===== config.mk =====
export PLATFORM = sky130hd
export DESIGN_NAME = mma_cell
export DESIGN_NICKNAME = d
export VERILOG_FILES = /design/src/hdl/mma_pkg.sv /design/src/hdl/mma_cell.sv
export SDC_FILE = /design/constraint.sdc
export NUM_CORES = 2
export LEC_CHECK = 0
export BUFFER_PORTS_ARGS = -buffer_cell sky130_fd_sc_hd__buf_2
export CORE_UTILIZATION = 40
export DETAILED_ROUTE_END_ITERATION = 10
export GPL_ROUTABILITY_DRIVEN = 0
export SLEW_MARGIN = 20
export SYNTH_ARGS = -nofsm -noshare
export SYNTH_HDL_FRONTEND = slang
export SYNTH_SLANG_ARGS = --single-unit

===== constraint.sdc =====
create_clock -name i_clk -period 7.49 [get_ports i_clk]
set_input_delay 0.3745 -clock i_clk [delete_from_list [all_inputs] [get_ports i_clk]]
set_output_delay 0.3745 -clock i_clk [all_outputs]
set_load 0.005 [all_outputs]

===== src/hdl/mma_pkg.sv =====
// shared constants and types for the matrix multiply-accumulate block
`timescale 1ns / 1ps
`default_nettype none
package mma_pkg;
    localparam int MAX_DIM   = 8;
    localparam int FRAC_BITS = 16;
    localparam int CELLS     = MAX_DIM * MAX_DIM;
    localparam int AW        = $clog2(CELLS);
    localparam int DW        = $clog2(MAX_DIM);
    localparam int ACC_W     = 64 + FRAC_BITS + DW + 2;

    localparam logic [1:0] CMD_LOAD_A  = 2'd0;
    localparam logic [1:0] CMD_LOAD_B  = 2'd1;
    localparam logic [1:0] CMD_LOAD_C  = 2'd2;
    localparam logic [1:0] CMD_COMPUTE = 2'd3;

    typedef struct packed {
        logic first;
        logic last;
        logic valid;
    } t_mac_ctl;
endpackage
`default_nettype wire


===== src/hdl/mma_cell.sv =====
// one multiply-accumulate cell of the chain
`timescale 1ns / 1ps
`default_nettype none
module mma_cell (
    input  wire logic                             i_clk,
    input  wire logic                             i_rst_n,
    input  wire logic [mma_pkg::DW-1:0]           i_index,
    input  wire mma_pkg::t_mac_ctl                i_ctl,
    input  wire logic [mma_pkg::DW-1:0]           i_j,
    input  wire logic signed [31:0]               i_a,
    input  wire logic signed [31:0]               i_b,
    input  wire logic signed [mma_pkg::ACC_W-1:0] i_acc,
    output mma_pkg::t_mac_ctl                     o_ctl,
    output logic [mma_pkg::DW-1:0]                o_j,
    output logic signed [31:0]                    o_a,
    output logic signed [31:0]                    o_b,
    output logic signed [mma_pkg::ACC_W-1:0]      o_acc
);
    logic signed [63:0]               r_prod;
    logic signed [mma_pkg::ACC_W-1:0] r_acc;
    mma_pkg::t_mac_ctl                r_ctl0, r_ctl1;
    logic signed [mma_pkg::ACC_W-1:0] r_acc1;
    logic [mma_pkg::DW-1:0]           r_j0, r_j1;
    logic signed [31:0]               r_a0, r_a1, r_b0, r_b1;

    always_ff @(posedge i_clk) begin
        // only the cell whose index matches the term adds its product
        r_prod <= (i_j == i_index) ? i_a * i_b : 64'sd0;
        r_acc  <= i_acc;
        r_acc1 <= r_acc + mma_pkg::ACC_W'(r_prod);
        r_j0   <= i_j;
        r_j1   <= r_j0;
        r_a0   <= i_a;
        r_a1   <= r_a0;
        r_b0   <= i_b;
        r_b1   <= r_b0;
        if (!i_rst_n) begin
            r_ctl0 <= '0;
            r_ctl1 <= '0;
        end else begin
            r_ctl0 <= i_ctl;
            r_ctl1 <= r_ctl0;
        end
    end
    assign o_ctl = r_ctl1;
    assign o_acc = r_acc1;
    assign o_j   = r_j1;
    assign o_a   = r_a1;
    assign o_b   = r_b1;
endmodule
`default_nettype wire


==> run metrics <==
outcome=finished, final reports clean; TritonCTS Buffers=45; EDFF count, synth=0; worst reg2reg path depth=11; CP Data Required Time=between 8000 and 9000 ps; Hold Crit Endpoint=r_b0[19]; worst hold stages=1; I/O Pins=315; drt drc=0; register area share after synthesis=approximately 15%; Storage cell area=between 7000 and 8000 um^2; most used flip-flop cell after synthesis=dfxtp_1; RSZ-0062 raised after global routing=no; hold path startpoint=i_b[19]; n_diodes=0; Yosys top cell by area=fa_1; CTS tree=yes; Slew headroom=about two fifths; final hold viol count=0; Worst path slowest cell=fa_1; Final nets=7221; register-to-register setup slack=3480 ps; most frequent CP cell=fa_1; clk buf depth=3; grt ovf=0; Final Instance Area=around 58000 um^2; synth top area cells=fa_1 (44%), dfxtp_1 (15%), inv_1 (7.5%); crit path launch type=input port; RR Endpoint=o_acc[61]; CP max FO=18; fill count=~11000; WL/cell=approximately 19 um; TritonCTS Sinks=374; die area=around 120000 um^2; post-DR vias/cell=about 5; fraction of registers with async set/reset=0%; number of post-CTS setup repair buffers=0; commonest non-fill, non-tap cell in the layout=fa_1; clock transition at the registers of the reported paths=about 60 ps; port buffer count=roughly 310; clk_lat worst skew=approximately 650 ps; core area=about 120000 um^2; clock skew=53.3 ps; Die X=353 um; setup violators final=0; Hold WC Path Type=input port to flop; fraction of layout cells with a size suffix above 1=about 15%; Post-DRT Antenna Nets=0; Initial Utilization=40.4%; Syn Inst Count=a little over 5000; Yosys top cell area share=between 40% and 50%; Hold Slack=roughly 55 ps; Post-Syn Area=49200 um^2; multi-input logic area=about 37000 um^2; H-tree depth=2; Critical R2R Launch=r_acc[18]; die span in y=approximately 350 um; first-pass GRT wire length=approximately 220 mm; instance area at placement=approximately 55000 um^2; row cnt=about 130; max_cap viols=0; max-slew violation count=0; warnings from Yosys=0; Cell variety after synth=between 70 and 80; number of global-route vias before repair=slightly below 40000; Worst-Margin Slew=around 900 ps; Layout area overhead=17.6%; most frequent cells in the layout=fa_1 (1083), inv_1 (981), nand2_1 (596); Fmax=approximately 140 MHz; critical setup path kind=input port to flop; root cell of the clock tree=clkbuf_16; Pre-Repair DR Iteration Count=6; DR vias=around 36000; total negative setup slack=0 ps; fin util=~48%; Post-Syn Nets=between 6000 and 7000; initial drt markers=2016; Worst Setup End Kind=flop; initial antenna violation count=8; #FFs+latches synth=about 370; Post-DP HPWL=117 mm; GR Util All Layers=between 20% and 30%; WL final=~140 mm; largest net degree at the start of global routing=between 50 and 60; critical path arrival=around 7800 ps; Mapped Avg Cell Area=just under 10 um^2; critical path's largest stage delay=roughly 620 ps; min Tclk post-route=7260 ps; final worst-path cycle share=a little over nine tenths
[cell families (layout without fill, tap and decap cells)]
| group | count (synthesis) | after routing | share of synthesized area (%) |
|---|---|---|---|
| DFF | 374 | 374 | 15.2 |
| AOI/OAI and AO/OA | 511 | 511 | 6.90 |
| adders and majority gates | 1351 | 1351 | 50.9 |
| muxes | 2 | 2 | 0.0457 |
| xor gates and xnor gates | 148 | 148 | 2.63 |
| buffers and inverters | 1238 | 1893 | 9.46 |
| and+or+nand+nor | 1466 | 1466 | 14.9 |
[registers in the layout (all words and copies together) (netlist names)]
register	count
o_b	32
r_acc	85
o_j	3
o_acc	85
r_prod	64
o_ctl	3
r_ctl0	3
r_j0	3
o_a	32
r_a0	32
r_b0	32
[critical path: cells and delay by family]
family                     cells  cell delay (ps)
adders and majority gates      9             4510
AOI/OAI and AO/OA              8             1530
and+or+nand+nor                2              310
buffers and inverters          7             1040
[layout make-up]
type	count	share of cell area, %
flip-flops and latches	374	12.9
inverters	981	6.36
repair buffers	830	10.4
multi-input cells	3478	64.1
well taps	1625	3.51
clock buffers	56	2.14
clock inverters	26	0.622
[worst max-delay path by stage]
stage | start | endpoint | slack (ps) | cells after the start
after floorplan | i_a[31] | r_prod[61] | 50 | 26
after global placement | i_b[13] | r_prod[63] | -440 | 25
after detailed placement | i_b[13] | r_prod[63] | -430 | 25
after CTS | i_b[8] | r_prod[63] | 240 | 25
after global routing | i_a[20] | r_prod[55] | 10 | 26
final | i_b[8] | r_prod[48] | 230 | 26
[synth_stat cells (53+ instances only)]
cell type and number:
fa_1 1083, inv_1 981, nand2_1 596, and2_1 522
dfxtp_1 374, ha_1 268, clkbuf_1 251, a21oi_1 163
nor2_1 123, xnor2_1 95, a21o_1 88, o21ai_0 54
xor2_1 53
[metal layers]
metal  GRT usage [%]  vias to the layer above  wire length (um)  share of wire (%)
met3            4.38                      154              9920                7.2
met1            31.9                    18476             62300                 45
li1                -                    16576                 -                  -
met2            36.3                     1113             62800                 46
met4            4.98                        8              2810                2.0
met5               0                        -                53              0.038
[metrics by stage]
step,std cells,worst slack [ps]
after floorplan,5090,45.4
after global placement,7193,-436
after detailed placement,7193,-433
after CTS,7370,241
after global routing,7370,10.6
final,7370,235
[repair_timing]
item	in CTS	in global routing
gates resized for setup	0	14
hold buffers	95	0
endpoints found under the setup margin	0	10
hold endpoints to repair	94	0
Power is left out: the tool's default activity adds up to more than one toggle a clock period on the data nets, which glitch-free logic cannot reach.
