[config.mk]
export PLATFORM = sky130hd
export DESIGN_NAME = mma_sat
export DESIGN_NICKNAME = d
export VERILOG_FILES = /design/src/hdl/mma_pkg.sv /design/src/hdl/mma_sat.sv
export SDC_FILE = /design/constraint.sdc
export NUM_CORES = 1
export LEC_CHECK = 0
export BUFFER_PORTS_ARGS = -buffer_cell sky130_fd_sc_hd__buf_2
export CORE_ASPECT_RATIO = 0.75
export CORE_MARGIN = 2
export CORE_UTILIZATION = 35
export DETAILED_ROUTE_END_ITERATION = 10
export PLACE_DENSITY = 0.76
export SLEW_MARGIN = 20
export SYNTH_ARGS = -nofsm -noshare
export SYNTH_HDL_FRONTEND = slang
export SYNTH_SLANG_ARGS = --single-unit
export TNS_END_PERCENT = 1
[constraint.sdc]
create_clock -name i_clk -period 1.4 [get_ports i_clk]
set_input_delay 0.07 -clock i_clk [delete_from_list [all_inputs] [get_ports i_clk]]
set_output_delay 0.07 -clock i_clk [all_outputs]
set_load 0.005 [all_outputs]
[src/hdl/mma_pkg.sv]
// shared constants and types for the matrix multiply-accumulate block
`timescale 1ns / 1ps
`default_nettype none
package mma_pkg;
    localparam int MAX_DIM   = 8;
    localparam int FRAC_BITS = 16;
    localparam int CELLS     = MAX_DIM * MAX_DIM;
    localparam int AW        = $clog2(CELLS);
    localparam int DW        = $clog2(MAX_DIM);
    localparam int ACC_W     = 64 + FRAC_BITS + DW + 2;

    localparam logic [1:0] CMD_LOAD_A  = 2'd0;
    localparam logic [1:0] CMD_LOAD_B  = 2'd1;
    localparam logic [1:0] CMD_LOAD_C  = 2'd2;
    localparam logic [1:0] CMD_COMPUTE = 2'd3;

    typedef struct packed {
        logic first;
        logic last;
        logic valid;
    } t_mac_ctl;
endpackage
`default_nettype wire

[src/hdl/mma_sat.sv]
// arithmetic shift and saturation back to q16.16
`timescale 1ns / 1ps
`default_nettype none
module mma_sat (
    input  wire logic                             i_clk,
    input  wire logic                             i_rst_n,
    input  wire mma_pkg::t_mac_ctl                i_ctl,
    input  wire logic signed [mma_pkg::ACC_W-1:0] i_acc,
    output mma_pkg::t_mac_ctl                     o_ctl,
    output logic signed [31:0]                    o_value
);
    logic signed [mma_pkg::ACC_W-1:0] sh;
    logic signed [31:0]               n_value;
    mma_pkg::t_mac_ctl                r_ctl;
    logic signed [31:0]               r_value;

    always_comb begin
        sh = i_acc >>> mma_pkg::FRAC_BITS;
        if (sh > mma_pkg::ACC_W'(64'sh7fffffff))        n_value = 32'sh7fffffff;
        else if (sh < -mma_pkg::ACC_W'(64'sh80000000)) n_value = 32'sh80000000;
        else                                            n_value = sh[31:0];
    end
    always_ff @(posedge i_clk) begin
        r_value <= n_value;
        if (!i_rst_n) r_ctl <= '0;
        else          r_ctl <= i_ctl;
    end
    assign o_ctl   = r_ctl;
    assign o_value = r_value;
endmodule
`default_nettype wire

==> results.json, run 1 <==
{
  "cp.depth": 6,
  "critPathBufInv": 2,
  "track_usage": 0.178,
  "finish.utilization": 0.543,
  "worst_ep_arrival_time_ps": 1350,
  "cts_tree": "yes",
  "syn_inst": 145,
  "crit_end": "o_value[19]",
  "cts_root_buf": "clkbuf_8",
  "cts_buffers": 5,
  "seqPwrFrac": 0.520,
  "drc": 0,
  "clockBufferDepth": 2,
  "diodes": 0,
  "vias": 1646,
  "p_per_area_nw_per_um2": 910,
  "setup_viol": 0,
  "rsz0062_at_grt": "no",
  "path_cells": "buf_2, nor4_1, nand4_1, or3_1, buf_4, a2bb2oi_1",
  "multi_input_area_um2": 736,
  "critical_path_required_ps": 1550,
  "placementRows": 20,
  "power_frac_comb": 0.141,
  "power_switching_mw": 0.478,
  "cts.clk_slew.worst_paths_ps": 70,
  "ir_drop_mv": 0.588,
  "critPathLaunch": "i_acc[59]",
  "die_y_um": 61.2,
  "max_slew_margin": 0.730,
  "overflow": 0,
  "fin_cells": 307,
  "finalHoldViolCount": 0,
  "gp_congestion": 0.688,
  "synth-seq-cells": 35,
  "synth_fp_nets": 235,
  "antenna_found_initial": 0,
  "hold_path_depth": 2,
  "first_global_vias": 1447,
  "yosys_warnings": 0,
  "ff_latch_area_um2": 701,
  "drive_gt1_frac": 0.536,
  "maxCapViolCount": 0,
  "h-tree-depth": 2,
  "synth_area_um2": 1530,
  "postSynthAreaPerCell_um2": 10.5,
  "die_area_um2": 4910,
  "synthToLayoutAreaGrowth_pct": 47.1,
  "die_w_um": 80.2,
  "hold_path_class": "input pin to flip-flop",
  "avgRoutedWirePerCell_um": 14.2,
  "hpwl_um": 3070,
  "pwr-share-clk": 0.339,
  "slowest_stage": "or3_1",
  "finalWirelength_um": 4360,
  "grt_max_degree": 33,
  "viasPerCell": 5.36,
  "place_inst": 296,
  "cts_resized": 0,
  "worstSetupPathType": "input pin to flip-flop",
  "io_pins": 125,
  "worstMarginPinSlew_ps": 405,
  "fin_nets": 341,
  "drv_slew": 0,
  "drt-initial-drc-count": 118,
  "outcome": "completed",
  "critPathTopFamily": "simple AND/OR/NAND/NOR gates",
  "first_pass_iters": 4,
  "port_buffers": 108,
  "leakagePower_nw": 0.982,
  "fmax_ghz": 0.833,
  "post_cts_buffers": 0,
  "end_kind": "flip-flop",
  "critPathMaxStageDelay_ps": 370,
  "start_util": 0.369,
  "period_share": 0.857,
  "switching_share": 0.234,
  "crit_path_start_kind": "input pin",
  "fin_crit_ps": 1200,
  "fillers": 374,
  "grt_pass1_wl_um": 6560,
  "synth_cell_type_count": 13,
  "cts.sinks": 35,
  "worst-path-max-fanout": 15,
  "ys_seq_area_frac": 0.459,
  "p_int_mw": 1.56,
  "coreArea_um2": 4130,
  "drtAntennaViolNets": 0
}
==> final cells by class <==
| class | count | share of cell area |
|---|---|---|
| timing repair buffer | 117 | 0.291 |
| clock buffer | 6 | 0.0323 |
| multi-input combinational | 92 | 0.328 |
| clock inverter | 2 | 0.00558 |
| sequential | 35 | 0.312 |
| tap | 55 | 0.0307 |
==> cell usage after synthesis (all sizes together) <==
| cell type | instances | area [µm²] |
|---|---|---|
| nand4 | 42 | 263 |
| clkbuf | 7 | 26.3 |
| buf | 11 | 80.1 |
| nand2 | 2 | 7.51 |
| dfxtp | 35 | 701 |
| or3 | 1 | 6.26 |
| a2bb2oi | 31 | 334 |
| nor4 | 11 | 81.3 |
| nor2 | 2 | 7.51 |
| and2 | 3 | 18.8 |
==> worst min-delay path by stage <==
stage               startpoint  endpoint
finish                 i_rst_n  o_ctl[1]
global route           i_rst_n  o_ctl[1]
CTS                    i_rst_n  o_ctl[1]
detailed placement    i_ctl[2]  o_ctl[2]
global placement      i_ctl[1]  o_ctl[1]
floorplan              i_rst_n  o_ctl[0]
==> power groups by stage <==
stage | combinational (mW) | sequential (mW) | clock (mW)
2_1_floorplan | 0.0849 | 1.09 | 0
3_3_place_gp | 0.276 | 1.08 | 0
3_5_place_dp | 0.283 | 1.08 | 0
4_1_cts | 0.290 | 1.06 | 0.716
5_1_grt | 0.318 | 1.07 | 0.774
6_report | 0.289 | 1.06 | 0.691
==> per-layer routing <==
layer	vias to the layer above	GRT usage	share of wire
li1	806	-	-
met1	756	0.203	0.42
met2	80	0.313	0.48
met3	4	0.0630	0.091
met4	0	0.0654	0.0092
met5	-	0	0
==> registers in the layout, indices dropped and copies added (netlist names) <==
name / cells
o_ctl: 3
o_value: 32
==> through the flow <==
| stage | hold WS, ps | total power, mW | instance area (µm²) | setup WS (ps) | setup TNS [ps] |
|---|---|---|---|---|---|
| 6_report | 18.9 | 2.04 | 2240 | 200 | 0 |
| 4_1_cts | 7.67 | 2.07 | 2240 | 165 | 0 |
| 3_5_place_dp | 289 | 1.37 | 2130 | -142 | -3590 |
| 2_1_floorplan | 192 | 1.18 | 1540 | 53.7 | 0 |
| 3_3_place_gp | 282 | 1.36 | 2130 | -90.9 | -2360 |
| 5_1_grt | 4.43 | 2.16 | 2240 | 104 | 0 |
==> cell families (layout without fill, tap and decap cells) <==
family | after synthesis | count (layout) | share of synthesized area
and+or+nand+nor | 61 | 61 | 0.252
DFF | 35 | 35 | 0.459
AOI/OAI and AO/OA | 31 | 31 | 0.219
buffers and inverters | 18 | 125 | 0.0697
==> placed cells by master, fill, tap and decap left out <==
master	synthesis	layout
buf_2	7	108
nand4_1	42	42
nor2_2	0	1
dlygate4sd3_1	0	3
nor4_1	9	8
clkbuf_1	7	1
clkinv_2	0	1
nor2_1	2	1
nand2_1	2	2
dfxtp_1	35	35
or3_1	1	1
a2bb2oi_2	10	10
buf_4	0	3
clkbuf_8	0	5
a2bb2oi_1	21	21
clkinvlp_4	0	1
nor4_2	2	2
and2_1	3	3
buf_12	0	3
nor4_4	0	1
==> timing repair <==
action,4_1_cts,5_1_grt
hold endpoints to repair,3,0
hold buffers,3,0
endpoints found under the setup margin,0,0
Note: power is estimated with default switching activity, not from simulation.
==> run 2, diff against run 1 <==
CORE_ASPECT_RATIO = unset   (was 0.75)
==> run 2 against run 1 <==
Against the previous run:
- clock power increased by 4.1%
- via count rose by 0.85%
- maximum frequency is essentially flat
- power increased by 1.2%
- final area is 0.72% lower
- non-clock buffer count increased by 3
- worst hold slack got worse by 1.5 ps
- global-route usage shrank 1.7 points
- final cell count shrank 0.33%
- setup slack about the same
- sequential power about the same
- first-iteration DRC count down 36%
- largest power group unchanged
==> results.json, run 2 (same netlist as run 1, synthesis figures left out) <==
{
  "outcome": "completed",
  "path_cells": "buf_2, nor4_1, nand4_1, or3_1, buf_4, a2bb2oi_1",
  "vias": 1660,
  "rsz0062_at_grt": "no",
  "port_buffers": 108,
  "drtAntennaViolNets": 0,
  "maxCapViolCount": 0,
  "tns_ps": 0,
  "cts_buffers": 5,
  "first_global_vias": 1545,
  "critical_path_required_ps": 1540,
  "track_usage": 0.161,
  "fmax_ghz": 0.833,
  "clockBufferDepth": 2,
  "grt_max_degree": 33,
  "crit_end": "o_value[19]",
  "finalWirelength_um": 3970,
  "cts.sinks": 35,
  "cts_tree": "yes",
  "grt_pass1_wl_um": 6560,
  "design_area_um2": 2230,
  "drt-initial-drc-count": 75,
  "post_cts_buffers": 0,
  "first_pass_iters": 4,
  "slowest_stage": "or3_1",
  "h-tree-depth": 2,
  "p_per_area_nw_per_um2": 928,
  "critPathLaunch": "i_acc[66]",
  "leakagePower_nw": 0.996,
  "drive_gt1_frac": 0.543,
  "critPathMaxStageDelay_ps": 380,
  "hpwl_um": 3050,
  "die_area_um2": 4900,
  "finalHoldViolCount": 0,
  "die_y_um": 70.0,
  "ir_drop_mv": 0.350,
  "setup_viol": 0,
  "placementRows": 24,
  "die_w_um": 70.0,
  "diodes": 0,
  "worstMarginPinSlew_ps": 386,
  "period_share": 0.857,
  "max_slew_margin": 0.743,
  "crit_path_start_kind": "input pin",
  "placed_area_um2": 2110,
  "power_frac_comb": 0.139,
  "antenna_found_initial": 0,
  "overflow": 0,
  "worst-path-max-fanout": 16,
  "hold_path_class": "input pin to flip-flop",
  "hp-start": "i_rst_n",
  "final_common_cell": "buf_2",
  "coreArea_um2": 4260,
  "drv_slew": 0,
  "start_util": 0.358,
  "power_switching_mw": 0.465,
  "end_kind": "flip-flop",
  "fin_crit_ps": 1200,
  "p_int_mw": 1.60,
  "cts_root_buf": "clkbuf_8",
  "worstSetupPathType": "input pin to flip-flop",
  "switching_share": 0.225,
  "seqPwrFrac": 0.513,
  "synthToLayoutAreaGrowth_pct": 46.0,
  "fin_nets": 344,
  "viasPerCell": 5.42,
  "drc": 0,
  "pwr-share-clk": 0.348,
  "gp_congestion": 0.747,
  "mostFrequentLayoutCells": "buf_2 (108), nand4_1 (42), dfxtp_1 (35), a2bb2oi_1 (21), a2bb2oi_2 (10)",
  "worst_ep_arrival_time_ps": 1340,
  "finish.utilization": 0.522,
  "io_pins": 125,
  "largest_reg_flops": 32,
  "avgRoutedWirePerCell_um": 13.0,
  "cts.clk_slew.worst_paths_ps": 60
}
==> run 2: cell types whose count changed in the layout (fill, tap and decap cells not counted), sizes merged <==
cell / delta
clkinvlp: -1
buf: +3
==> run 2: area by class of cell <==
class                      instances  area [µm²]
timing repair buffer             120         638
fill                             416        2040
clock inverter                     1        5.00
clock buffer                       6        82.6
multi-input combinational         92         736
tap                               52        65.1
sequential                        35         701
==> run 2: worst min path at each step <==
stage / slack, ps / endpoint / cells past startpoint
6_report: 20 / o_ctl[0] / 2
5_1_grt: 40 / o_value[7] / 2
4_1_cts: 10 / o_ctl[0] / 2
3_5_place_dp: 270 / o_ctl[2] / 2
3_3_place_gp: 270 / o_ctl[2] / 2
2_1_floorplan: 190 / o_ctl[0] / 1
==> run 2: timing repair <==
item,4_1_cts,5_1_grt
gates resized for setup,0,0
hold endpoints to repair,3,0
hold buffers,3,0
==> run 2: power by group through the flow <==
stage | Combinational [mW] | Clock [mW] | Sequential (mW)
floorplan | 0.0849 | 0 | 1.09
global placement | 0.275 | 0 | 1.08
detailed placement | 0.281 | 0 | 1.08
CTS | 0.288 | 0.744 | 1.06
global route | 0.314 | 0.778 | 1.06
finish | 0.286 | 0.719 | 1.06
==> run 2: per-stage QoR <==
stage	power [mW]	cells	setup slack (ps)	hold WS [ps]
after floorplan	1.18	145	53.7	192
after global placement	1.36	296	-49.5	270
after global routing	2.16	306	73.0	39.4
after detailed placement	1.37	296	-94.6	275
final	2.07	306	200	17.4
after CTS	2.09	306	202	9.87
==> run 2: worst max-delay path, delay by kind of cell <==
kind                   cells  cell delay, ps
AND/OR/NAND/NOR            3             780
buffers and inverters      2             330
AO/OA/AOI/OAI              1             150
==> run 2: layer usage <==
| layer | up-vias | global-route usage | part of all wire |
|---|---|---|---|
| met3 | 2 | 0.0361 | 0.069 |
| met2 | 68 | 0.301 | 0.51 |
| met1 | 781 | 0.179 | 0.41 |
| li1 | 809 | - | - |
| met5 | - | 0 | 0 |
| met4 | 0 | 0.0513 | 0.0086 |
